## config.mk

```make
export PLATFORM = sky130hd
export DESIGN_NAME = pin_change_event_dispatcher_unit
export DESIGN_NICKNAME = d
export VERILOG_FILES = /design/src/hw/rtl/pced_pkg.sv /design/src/hw/rtl/pin_change_event_dispatcher_unit.sv /design/src/hw/rtl/pced_eval.sv /design/src/hw/rtl/pced_drain.sv
export SDC_FILE = /design/constraint.sdc
export NUM_CORES = 1
export LEC_CHECK = 0
export BUFFER_PORTS_ARGS = -buffer_cell sky130_fd_sc_hd__buf_2
export CAP_MARGIN = 20
export CORE_ASPECT_RATIO = 0.6
export CORE_MARGIN = 3
export CORE_UTILIZATION = 50
export CTS_BUF_LIST = sky130_fd_sc_hd__clkbuf_16
export CTS_CLUSTER_SIZE = 12
export DETAILED_ROUTE_END_ITERATION = 16
export GPL_TIMING_DRIVEN = 0
export HOLD_SLACK_MARGIN = 0.15
export PLACE_DENSITY = 0.72
export SLEW_MARGIN = 15
export SYNTH_ARGS = -nofsm -noshare
export SYNTH_HDL_FRONTEND = slang
export SYNTH_HIERARCHICAL = 1
export SYNTH_SLANG_ARGS = --single-unit
```

## constraint.sdc

```tcl
create_clock -name clk -period 6.55 [get_ports clk]
set_input_delay 1.31 -clock clk [delete_from_list [all_inputs] [get_ports clk]]
set_output_delay 1.31 -clock clk [all_outputs]
set_load 0.01 [all_outputs]
```

## src/hw/rtl/pced_pkg.sv

```systemverilog
// ----------------------------------------------------------------------------
// pced_pkg - shared types and constants of the pin-change event dispatcher
// Pin descriptor layout, trigger codes, op codes and the pending-work
// interface between the evaluation stage and the event drain.
// ----------------------------------------------------------------------------
`default_nettype none

package pced_pkg;

  localparam int NUM_GROUPS = 3;
  localparam int PINS       = 8;
  localparam int DESC_W     = 6;

  // One pin descriptor: enable in bit 5, handler in bits 4:2, trigger in 1:0.
  typedef logic [DESC_W-1:0]              pin_desc_t;
  typedef pin_desc_t [PINS-1:0]           grp_desc_t;
  typedef grp_desc_t [NUM_GROUPS-1:0]     desc_bank_t;

  localparam int DESC_ENABLE_BIT = 5;
  localparam int DESC_HND_HI     = 4;
  localparam int DESC_HND_LO     = 2;
  localparam int DESC_TRIG_HI    = 1;
  localparam int DESC_TRIG_LO    = 0;

  localparam logic [1:0] TRIG_LOW  = 2'd0;
  localparam logic [1:0] TRIG_ANY  = 2'd1;
  localparam logic [1:0] TRIG_FALL = 2'd2;
  localparam logic [1:0] TRIG_RISE = 2'd3;

  localparam logic OP_EVAL  = 1'b0;
  localparam logic OP_PRIME = 1'b1;

  localparam logic [1:0] GRP_0 = 2'd0;
  localparam logic [1:0] GRP_1 = 2'd1;
  localparam logic [1:0] GRP_2 = 2'd2;

  // Register indexes on the configuration port.
  localparam logic [1:0] REG_GROUP0 = 2'd0;
  localparam logic [1:0] REG_GROUP1 = 2'd1;
  localparam logic [1:0] REG_GROUP2 = 2'd2;

  // Work handed from the evaluation stage to the drain on an accepted request.
  typedef struct packed {
    logic            load;
    logic [PINS-1:0] mask;
    logic [1:0]      grp;
  } eval_res_t;

  // Drain status seen by the top level.
  typedef struct packed {
    logic            pend_valid;
    logic [PINS-1:0] pend_mask;
  } drain_status_t;

  // Descriptor set of one group; groups outside the range read as zero.
  function automatic grp_desc_t desc_sel(input desc_bank_t bank, input logic [1:0] grp);
    grp_desc_t d;
    d = '0;
    case (grp)
      GRP_0:   d = bank[0];
      GRP_1:   d = bank[1];
      GRP_2:   d = bank[2];
      default: d = '0;
    endcase
    return d;
  endfunction

endpackage

`default_nettype wire

```

## src/hw/rtl/pin_change_event_dispatcher_unit.sv

```systemverilog
// ----------------------------------------------------------------------------
// pin_change_event_dispatcher_unit - pin-change event dispatcher, top level
// Watches three 8-bit pin groups, detects level and edge triggers per pin
// and emits one event per matching pin with its handler index.
// ----------------------------------------------------------------------------
//
//   Channel   Direction  Handshake                 Content
//   in_*      slave      in_tvalid / in_tready     pin sample, op, group
//   out_*     master     out_tvalid / out_tready   handler, pin, group, last
//   cfg_*     APB slave  psel & penable, pready=1  three 48-bit descriptor regs
//
// A sample request is evaluated in the cycle it is accepted, and its match mask
// enters the pending slot at the accepting edge. The first event is loaded into
// the output register once that register is empty or being emptied, which raises
// out_tvalid. Further events follow one per cycle while out_tready stays high.
// A sample that causes no event, or that has one event, can follow every cycle
// while the output is not stalled. The single pending-mask slot sets the rate:
// in_tready is low while the slot holds events, except in the cycle in which
// its last event moves into the output register, so a stalled output also
// holds off new requests.
// Reset (rst_n, synchronous) clears the previous-sample store, the descriptors
// and all valid flags; there is no clearing pass.
//
`default_nettype none

module pin_change_event_dispatcher_unit
  import pced_pkg::*;
(
  input  wire logic        clk,
  input  wire logic        rst_n,

  input  wire logic        in_tvalid,
  output logic             in_tready,
  input  wire logic [7:0]  in_tdata,   // [7:0] pin_sample
  input  wire logic [2:0]  in_tuser,   // [0] op, [2:1] group

  output logic             out_tvalid,
  input  wire logic        out_tready,
  output logic [7:0]       out_tdata,  // [2:0] handler_id, [5:3] pin_number, [7:6] zero
  output logic [1:0]       out_tuser,  // [1:0] source_group
  output logic             out_tlast,

  input  wire logic        cfg_psel,
  input  wire logic        cfg_penable,
  input  wire logic        cfg_pwrite,
  input  wire logic [4:0]  cfg_paddr,
  input  wire logic [63:0] cfg_pwdata,
  output logic [63:0]      cfg_prdata,
  output logic             cfg_pready
);

  // Descriptor registers, one 48-bit word per group.
  desc_bank_t desc_r, desc_nxt;

  logic [1:0] reg_idx;
  logic       cfg_wr;

  assign cfg_pready = 1'b1;
  assign reg_idx    = cfg_paddr[4:3];
  assign cfg_wr     = cfg_psel && cfg_penable && cfg_pwrite && cfg_pready;

  always_comb begin
    desc_nxt = desc_r;
    if (cfg_wr) begin
      case (reg_idx)
        REG_GROUP0: desc_nxt[0] = cfg_pwdata[47:0];
        REG_GROUP1: desc_nxt[1] = cfg_pwdata[47:0];
        REG_GROUP2: desc_nxt[2] = cfg_pwdata[47:0];
        default:    desc_nxt = desc_r;
      endcase
    end
  end

  always_ff @(posedge clk) begin
    if (!rst_n) begin
      desc_r <= '0;
    end else begin
      desc_r <= desc_nxt;
    end
  end

  // Reads are combinational on the address; the upper 16 bits are always zero.
  always_comb begin
    case (reg_idx)
      REG_GROUP0: cfg_prdata = {16'd0, desc_r[0]};
      REG_GROUP1: cfg_prdata = {16'd0, desc_r[1]};
      REG_GROUP2: cfg_prdata = {16'd0, desc_r[2]};
      default:    cfg_prdata = '0;
    endcase
  end

  // The evaluation stage works on the request as it is accepted.
  logic          in_accept;
  logic          pend_free;
  eval_res_t     eval_res;
  drain_status_t drain_st;

  logic [2:0] ev_handler;
  logic [2:0] ev_pin;
  logic [1:0] ev_grp;
  logic       ev_last;

  assign in_tready = pend_free;
  assign in_accept = in_tvalid && in_tready;

  pced_eval u_eval (
    .clk    (clk),
    .rst_n  (rst_n),
    .accept (in_accept),
    .op     (in_tuser[0]),
    .grp    (in_tuser[2:1]),
    .sample (in_tdata),
    .desc   (desc_r),
    .res    (eval_res)
  );

  // The drain turns the match mask into events, lowest pin first.
  pced_drain u_drain (
    .clk         (clk),
    .rst_n       (rst_n),
    .res         (eval_res),
    .desc        (desc_r),
    .out_ready   (out_tready),
    .pend_free   (pend_free),
    .out_valid   (out_tvalid),
    .out_handler (ev_handler),
    .out_pin     (ev_pin),
    .out_grp     (ev_grp),
    .out_last    (ev_last),
    .status      (drain_st)
  );

  assign out_tdata = {2'b00, ev_pin, ev_handler};
  assign out_tuser = ev_grp;
  assign out_tlast = ev_last;

  // A pending slot always has at least one event left to send.
  a_pend_nonempty: assert property (@(posedge clk) disable iff (!rst_n)
    drain_st.pend_valid |-> (drain_st.pend_mask != '0))
    else $error("pending slot valid with an empty match mask");

  // A sample that loads the drain is held in the pending slot on the next cycle.
  a_load_pending: assert property (@(posedge clk) disable iff (!rst_n)
    eval_res.load |=> drain_st.pend_valid)
    else $error("matched sample did not reach the pending slot");

  // Events never name the unused fourth group.
  a_group_range: assert property (@(posedge clk) disable iff (!rst_n)
    out_tvalid |-> (out_tuser != 2'd3))
    else $error("event carries an out-of-range group");

  // An empty pending slot never holds off new samples.
  a_ready_when_idle: assert property (@(posedge clk) disable iff (!rst_n)
    !drain_st.pend_valid |-> in_tready)
    else $error("input stalled with no pending work");

endmodule

`default_nettype wire

```

## src/hw/rtl/pced_eval.sv

```systemverilog
// ----------------------------------------------------------------------------
// pced_eval - previous-sample store and trigger evaluation
// Compares an accepted sample with the stored value of its group and forms
// the mask of pins whose trigger condition is met.
// ----------------------------------------------------------------------------
`default_nettype none

module pced_eval
  import pced_pkg::*;
(
  input  wire logic       clk,
  input  wire logic       rst_n,
  input  wire logic       accept,
  input  wire logic       op,
  input  wire logic [1:0] grp,
  input  wire logic [7:0] sample,
  input  wire desc_bank_t desc,
  output eval_res_t       res
);

  logic [7:0] prev_r   [NUM_GROUPS];
  logic [7:0] prev_nxt [NUM_GROUPS];

  logic       grp_ok;
  logic [7:0] old_val;
  logic [7:0] changes;
  logic [7:0] en_vec;
  logic [7:0] match;
  grp_desc_t  gd;

  assign grp_ok = (grp == GRP_0) || (grp == GRP_1) || (grp == GRP_2);

  always_comb begin
    case (grp)
      GRP_0:   old_val = prev_r[0];
      GRP_1:   old_val = prev_r[1];
      GRP_2:   old_val = prev_r[2];
      default: old_val = '0;
    endcase
  end

  assign gd      = desc_sel(desc, grp);
  assign changes = sample ^ old_val;

  always_comb begin
    for (int n = 0; n < PINS; n++) begin
      en_vec[n] = gd[n][DESC_ENABLE_BIT];
      case (gd[n][DESC_TRIG_HI:DESC_TRIG_LO])
        TRIG_LOW:  match[n] = en_vec[n] & ~sample[n];
        TRIG_ANY:  match[n] = en_vec[n] & changes[n];
        TRIG_FALL: match[n] = en_vec[n] & changes[n] & old_val[n];
        TRIG_RISE: match[n] = en_vec[n] & changes[n] & sample[n];
        default:   match[n] = 1'b0;
      endcase
    end
  end

  // Events only follow when some enabled pin actually changed.
  always_comb begin
    res.load = accept && grp_ok && (op == OP_EVAL) && ((changes & en_vec) != '0)
               && (match != '0);
    res.mask = match;
    res.grp  = grp;
  end

  always_comb begin
    for (int g = 0; g < NUM_GROUPS; g++) begin
      prev_nxt[g] = prev_r[g];
      if (accept && (grp == g[1:0])) begin
        prev_nxt[g] = sample;
      end
    end
  end

  always_ff @(posedge clk) begin
    if (!rst_n) begin
      for (int g = 0; g < NUM_GROUPS; g++) begin
        prev_r[g] <= '0;
      end
    end else begin
      for (int g = 0; g < NUM_GROUPS; g++) begin
        prev_r[g] <= prev_nxt[g];
      end
    end
  end

endmodule

`default_nettype wire

```

## src/hw/rtl/pced_drain.sv

```systemverilog
// ----------------------------------------------------------------------------
// pced_drain - pending match mask and event output register
// Holds the match mask of one sample and emits one event per cycle while
// the output is not stalled, lowest pin first, marking the final event.
// ----------------------------------------------------------------------------
`default_nettype none

module pced_drain
  import pced_pkg::*;
(
  input  wire logic       clk,
  input  wire logic       rst_n,
  input  wire eval_res_t  res,
  input  wire desc_bank_t desc,
  input  wire logic       out_ready,
  output logic            pend_free,
  output logic            out_valid,
  output logic [2:0]      out_handler,
  output logic [2:0]      out_pin,
  output logic [1:0]      out_grp,
  output logic            out_last,
  output drain_status_t   status
);

  logic            pend_valid_r, pend_valid_nxt;
  logic [PINS-1:0] pend_mask_r, pend_mask_nxt;
  logic [1:0]      pend_grp_r, pend_grp_nxt;

  logic            out_valid_r, out_valid_nxt;
  logic [2:0]      out_handler_r, out_handler_nxt;
  logic [2:0]      out_pin_r, out_pin_nxt;
  logic [1:0]      out_grp_r, out_grp_nxt;
  logic            out_last_r, out_last_nxt;

  logic [PINS-1:0] low_bit;
  logic [PINS-1:0] rest;
  logic [2:0]      pin_idx;
  logic            is_last;
  logic            take;
  grp_desc_t       gd;

  assign low_bit = pend_mask_r & (~pend_mask_r + 8'd1);
  assign rest    = pend_mask_r & ~low_bit;
  assign is_last = (rest == '0);
  assign gd      = desc_sel(desc, pend_grp_r);

  always_comb begin
    pin_idx = '0;
    for (int n = PINS - 1; n >= 0; n--) begin
      if (low_bit[n]) begin
        pin_idx = n[2:0];
      end
    end
  end

  assign take      = pend_valid_r && (!out_valid_r || out_ready);
  assign pend_free = !pend_valid_r || (take && is_last);

  always_comb begin
    pend_valid_nxt  = pend_valid_r;
    pend_mask_nxt   = pend_mask_r;
    pend_grp_nxt    = pend_grp_r;
    out_valid_nxt   = out_valid_r;
    out_handler_nxt = out_handler_r;
    out_pin_nxt     = out_pin_r;
    out_grp_nxt     = out_grp_r;
    out_last_nxt    = out_last_r;

    if (take) begin
      pend_mask_nxt = rest;
      if (is_last) begin
        pend_valid_nxt = 1'b0;
      end
      out_valid_nxt   = 1'b1;
      out_handler_nxt = gd[pin_idx][DESC_HND_HI:DESC_HND_LO];
      out_pin_nxt     = pin_idx;
      out_grp_nxt     = pend_grp_r;
      out_last_nxt    = is_last;
    end else if (out_ready) begin
      out_valid_nxt = 1'b0;
    end

    // A new load only arrives when the pending slot frees up this cycle.
    if (res.load) begin
      pend_valid_nxt = 1'b1;
      pend_mask_nxt  = res.mask;
      pend_grp_nxt   = res.grp;
    end
  end

  always_ff @(posedge clk) begin
    if (!rst_n) begin
      pend_valid_r <= 1'b0;
      out_valid_r  <= 1'b0;
    end else begin
      pend_valid_r <= pend_valid_nxt;
      out_valid_r  <= out_valid_nxt;
    end
  end

  always_ff @(posedge clk) begin
    pend_mask_r   <= pend_mask_nxt;
    pend_grp_r    <= pend_grp_nxt;
    out_handler_r <= out_handler_nxt;
    out_pin_r     <= out_pin_nxt;
    out_grp_r     <= out_grp_nxt;
    out_last_r    <= out_last_nxt;
  end

  assign out_valid   = out_valid_r;
  assign out_handler = out_handler_r;
  assign out_pin     = out_pin_r;
  assign out_grp     = out_grp_r;
  assign out_last    = out_last_r;

  assign status.pend_valid = pend_valid_r;
  assign status.pend_mask  = pend_mask_r;

endmodule

`default_nettype wire

```

==> impl_metrics.ini <==
[place]
dp_hpwl_um = 23700
portBuffers = 123
gp_congestion = 0.932
dpl_cell_area_um2 = 11200
pre_cts_ws_ps = 2010

[die]
core_um2 = 19500
num_io_pins = 165
die_y_um = 117
die-area_um2 = 22300
rows = 39
initial_utilization_pct = 52.4
dieWidth_um = 191

[clock_tree]
cts_hold_buffers = 0
cts_tree = yes
cts_resized = 0
h-tree-depth = 4
cts_buffers = 17
cts_sinks = 189
cts_buffer_depth = 2
clock_latency_ps = 440
cts_setup_buffers = 0
cts-root-buf = clkbuf_16
clk_pin_slew_ps = 70

[worst_setup_path]
path_class = input pin to output port
cp_num_buf_inv = 4
cpMaxStageDelayCell = clkbuf_1
cp-start-kind = input pin
cp_cell_sequence = buf_2, buf_2, nor2b_1, clkbuf_1, nand2_1, o21ai_0, buf_2
critPathRequiredTime_ps = 5240
worstSetupEndpointType = output port
crit_path_max_incr_delay_ps = 590
critical_path_depth = 7
cp_max_fo = 10
crit_arrival_ps = 3120
rr_worst_depth = 14
critical_path.top_delay_family = buffers and inverters
crit_top_cell = buf_2

[finish]
design_area_um2 = 11900
area_growth_pct = 16.3
layout-drive-gt1-share_pct = 19.7
nFillCells = 1752
layout_common_cells = nand2_1 (291), mux2i_1 (251), dfxtp_1 (170), buf_2 (150), o21ai_0 (86)
num-nets-final = 1386
regArea_um2 = 3970
final_common_cell = nand2_1
antenna_cells = 0
multi_input_area_um2 = 5680

[routing]
routed_wl_um = 32400
vias = 9179
drtIter0Drc = 1081
drt_pass1_iterations = 5
wl_per_cell_um = 20.5
drc = 0
vias_per_cell = 5.82
ant_nets = 0

[timing]
setup_viol = 0
clock.fmax_mhz = 226
max_slew_margin_pct = 38.5
fin_crit_ps = 4430
rsz0062_at_grt = no
tns_ps = 0
skew_ps = 9.66
fin_ws_ps = 2120
min_period_over_period_pct = 67.6
hold_violations = 0
drv_slew = 0
worstMarginPinSlew_ps = 919

[worst_hold_path]
hp-class = flop to flop
hold_path_depth = 2

[global_route]
grt_start_max_net_pins = 17
grt_pass1_vias = 8595
antenna_found_initial = 0
overflow = 0
gr-max-usage-layer = met1
globalRouteMet1Util_pct = 43.8
grt_pass1_wl_um = 49400
grt.met2_usage_pct = 41.9
gr-usage-met3_pct = 7.92
gr-usage-all-layers_pct = 29.2

[synth]
synth_area_per_cell_um2 = 8.97
yosysWarnings = 6
syn_area_um2 = 10200
synthCells = 1140

[pwr]
p_per_area_nw_per_um2 = 216
leakage_uw = 0.00505
irDropWorstVdd_v = 0.000208
total_power_uw = 2570

[job]
max_cap_viol_count = 0

[run_status]
status = finished, final reports clean
==> worst register-to-register path, cell delays in order, from the launching register on <==
cell      delay [ps]
edfxtp_1         360
buf_2            190
nor4_4           410
o211a_1          220
o22a_1           190
nand2_1           70
nand2_1           80
and2_1           170
clkbuf_1         420
nand3b_1         160
a211oi_2         350
clkbuf_1         370
clkbuf_1         330
nand2_1          160
o21ai_0          120
==> area by class of cell <==
type / count / area share (%)
multi-input cells: 857 / 47.7
flip-flops and latches: 189 / 33.4
plain buffers: 106 / 5.24
repair buffers: 123 / 5.18
clock buffers: 20 / 4.21
well taps: 266 / 2.80
clock inverters: 12 / 1.28
inverters: 5 / 0.158
==> layer usage <==
metal	share of wire [%]	vias to the layer above	wire, um
met1	46	4431	15000
met4	1.1	0	350
li1	-	4243	-
met3	12	30	3810
met2	41	475	13300
met5	0	-	0
==> state kept, by name, summed over array words and instances (netlist names) <==
register,count
u_drain/out_valid,1
u_eval/prev_r,24
u_drain/out_last,1
u_drain/pend_mask_r,8
u_drain/pend_valid_r,1
u_drain/out_handler,3
desc_r,144
u_drain/out_pin,3
u_drain/pend_grp_r,2
u_drain/out_grp,2
==> worst paths after layout <==
| kind | start | end | slack [ps] |
|---|---|---|---|
| max | cfg_paddr[4] | cfg_prdata[14] | 2120 |
| min | u_eval/prev_r[0][14]$_SDFFE_PN0P_ | u_eval/prev_r[0][14]$_SDFFE_PN0P_ | 470 |
| max reg2reg | u_drain/pend_mask_r[3]$_DFFE_PP_ | u_drain/pend_mask_r[3]$_DFFE_PP_ | 2770 |
| min reg2reg | u_eval/prev_r[0][14]$_SDFFE_PN0P_ | u_eval/prev_r[0][14]$_SDFFE_PN0P_ | 470 |
==> metrics by stage <==
step | utilization (%) | cells | hold WS [ps]
after detailed placement | 57.6 | 1546 | 461
final | 60.9 | 1578 | 473
after global placement | 57.6 | 1546 | 440
after floorplan | - | 1157 | 424
after global routing | 60.9 | 1578 | 490
after CTS | 60.9 | 1578 | 473
==> power by group <==
part | switching (uW) | internal [uW] | total, uW
Clock | 478 | 671 | 1150
Combinational | 143 | 82.1 | 225
Sequential | 12.0 | 1180 | 1190
Total | 634 | 1930 | 2570
Note: power is estimated with default switching activity, not from simulation.
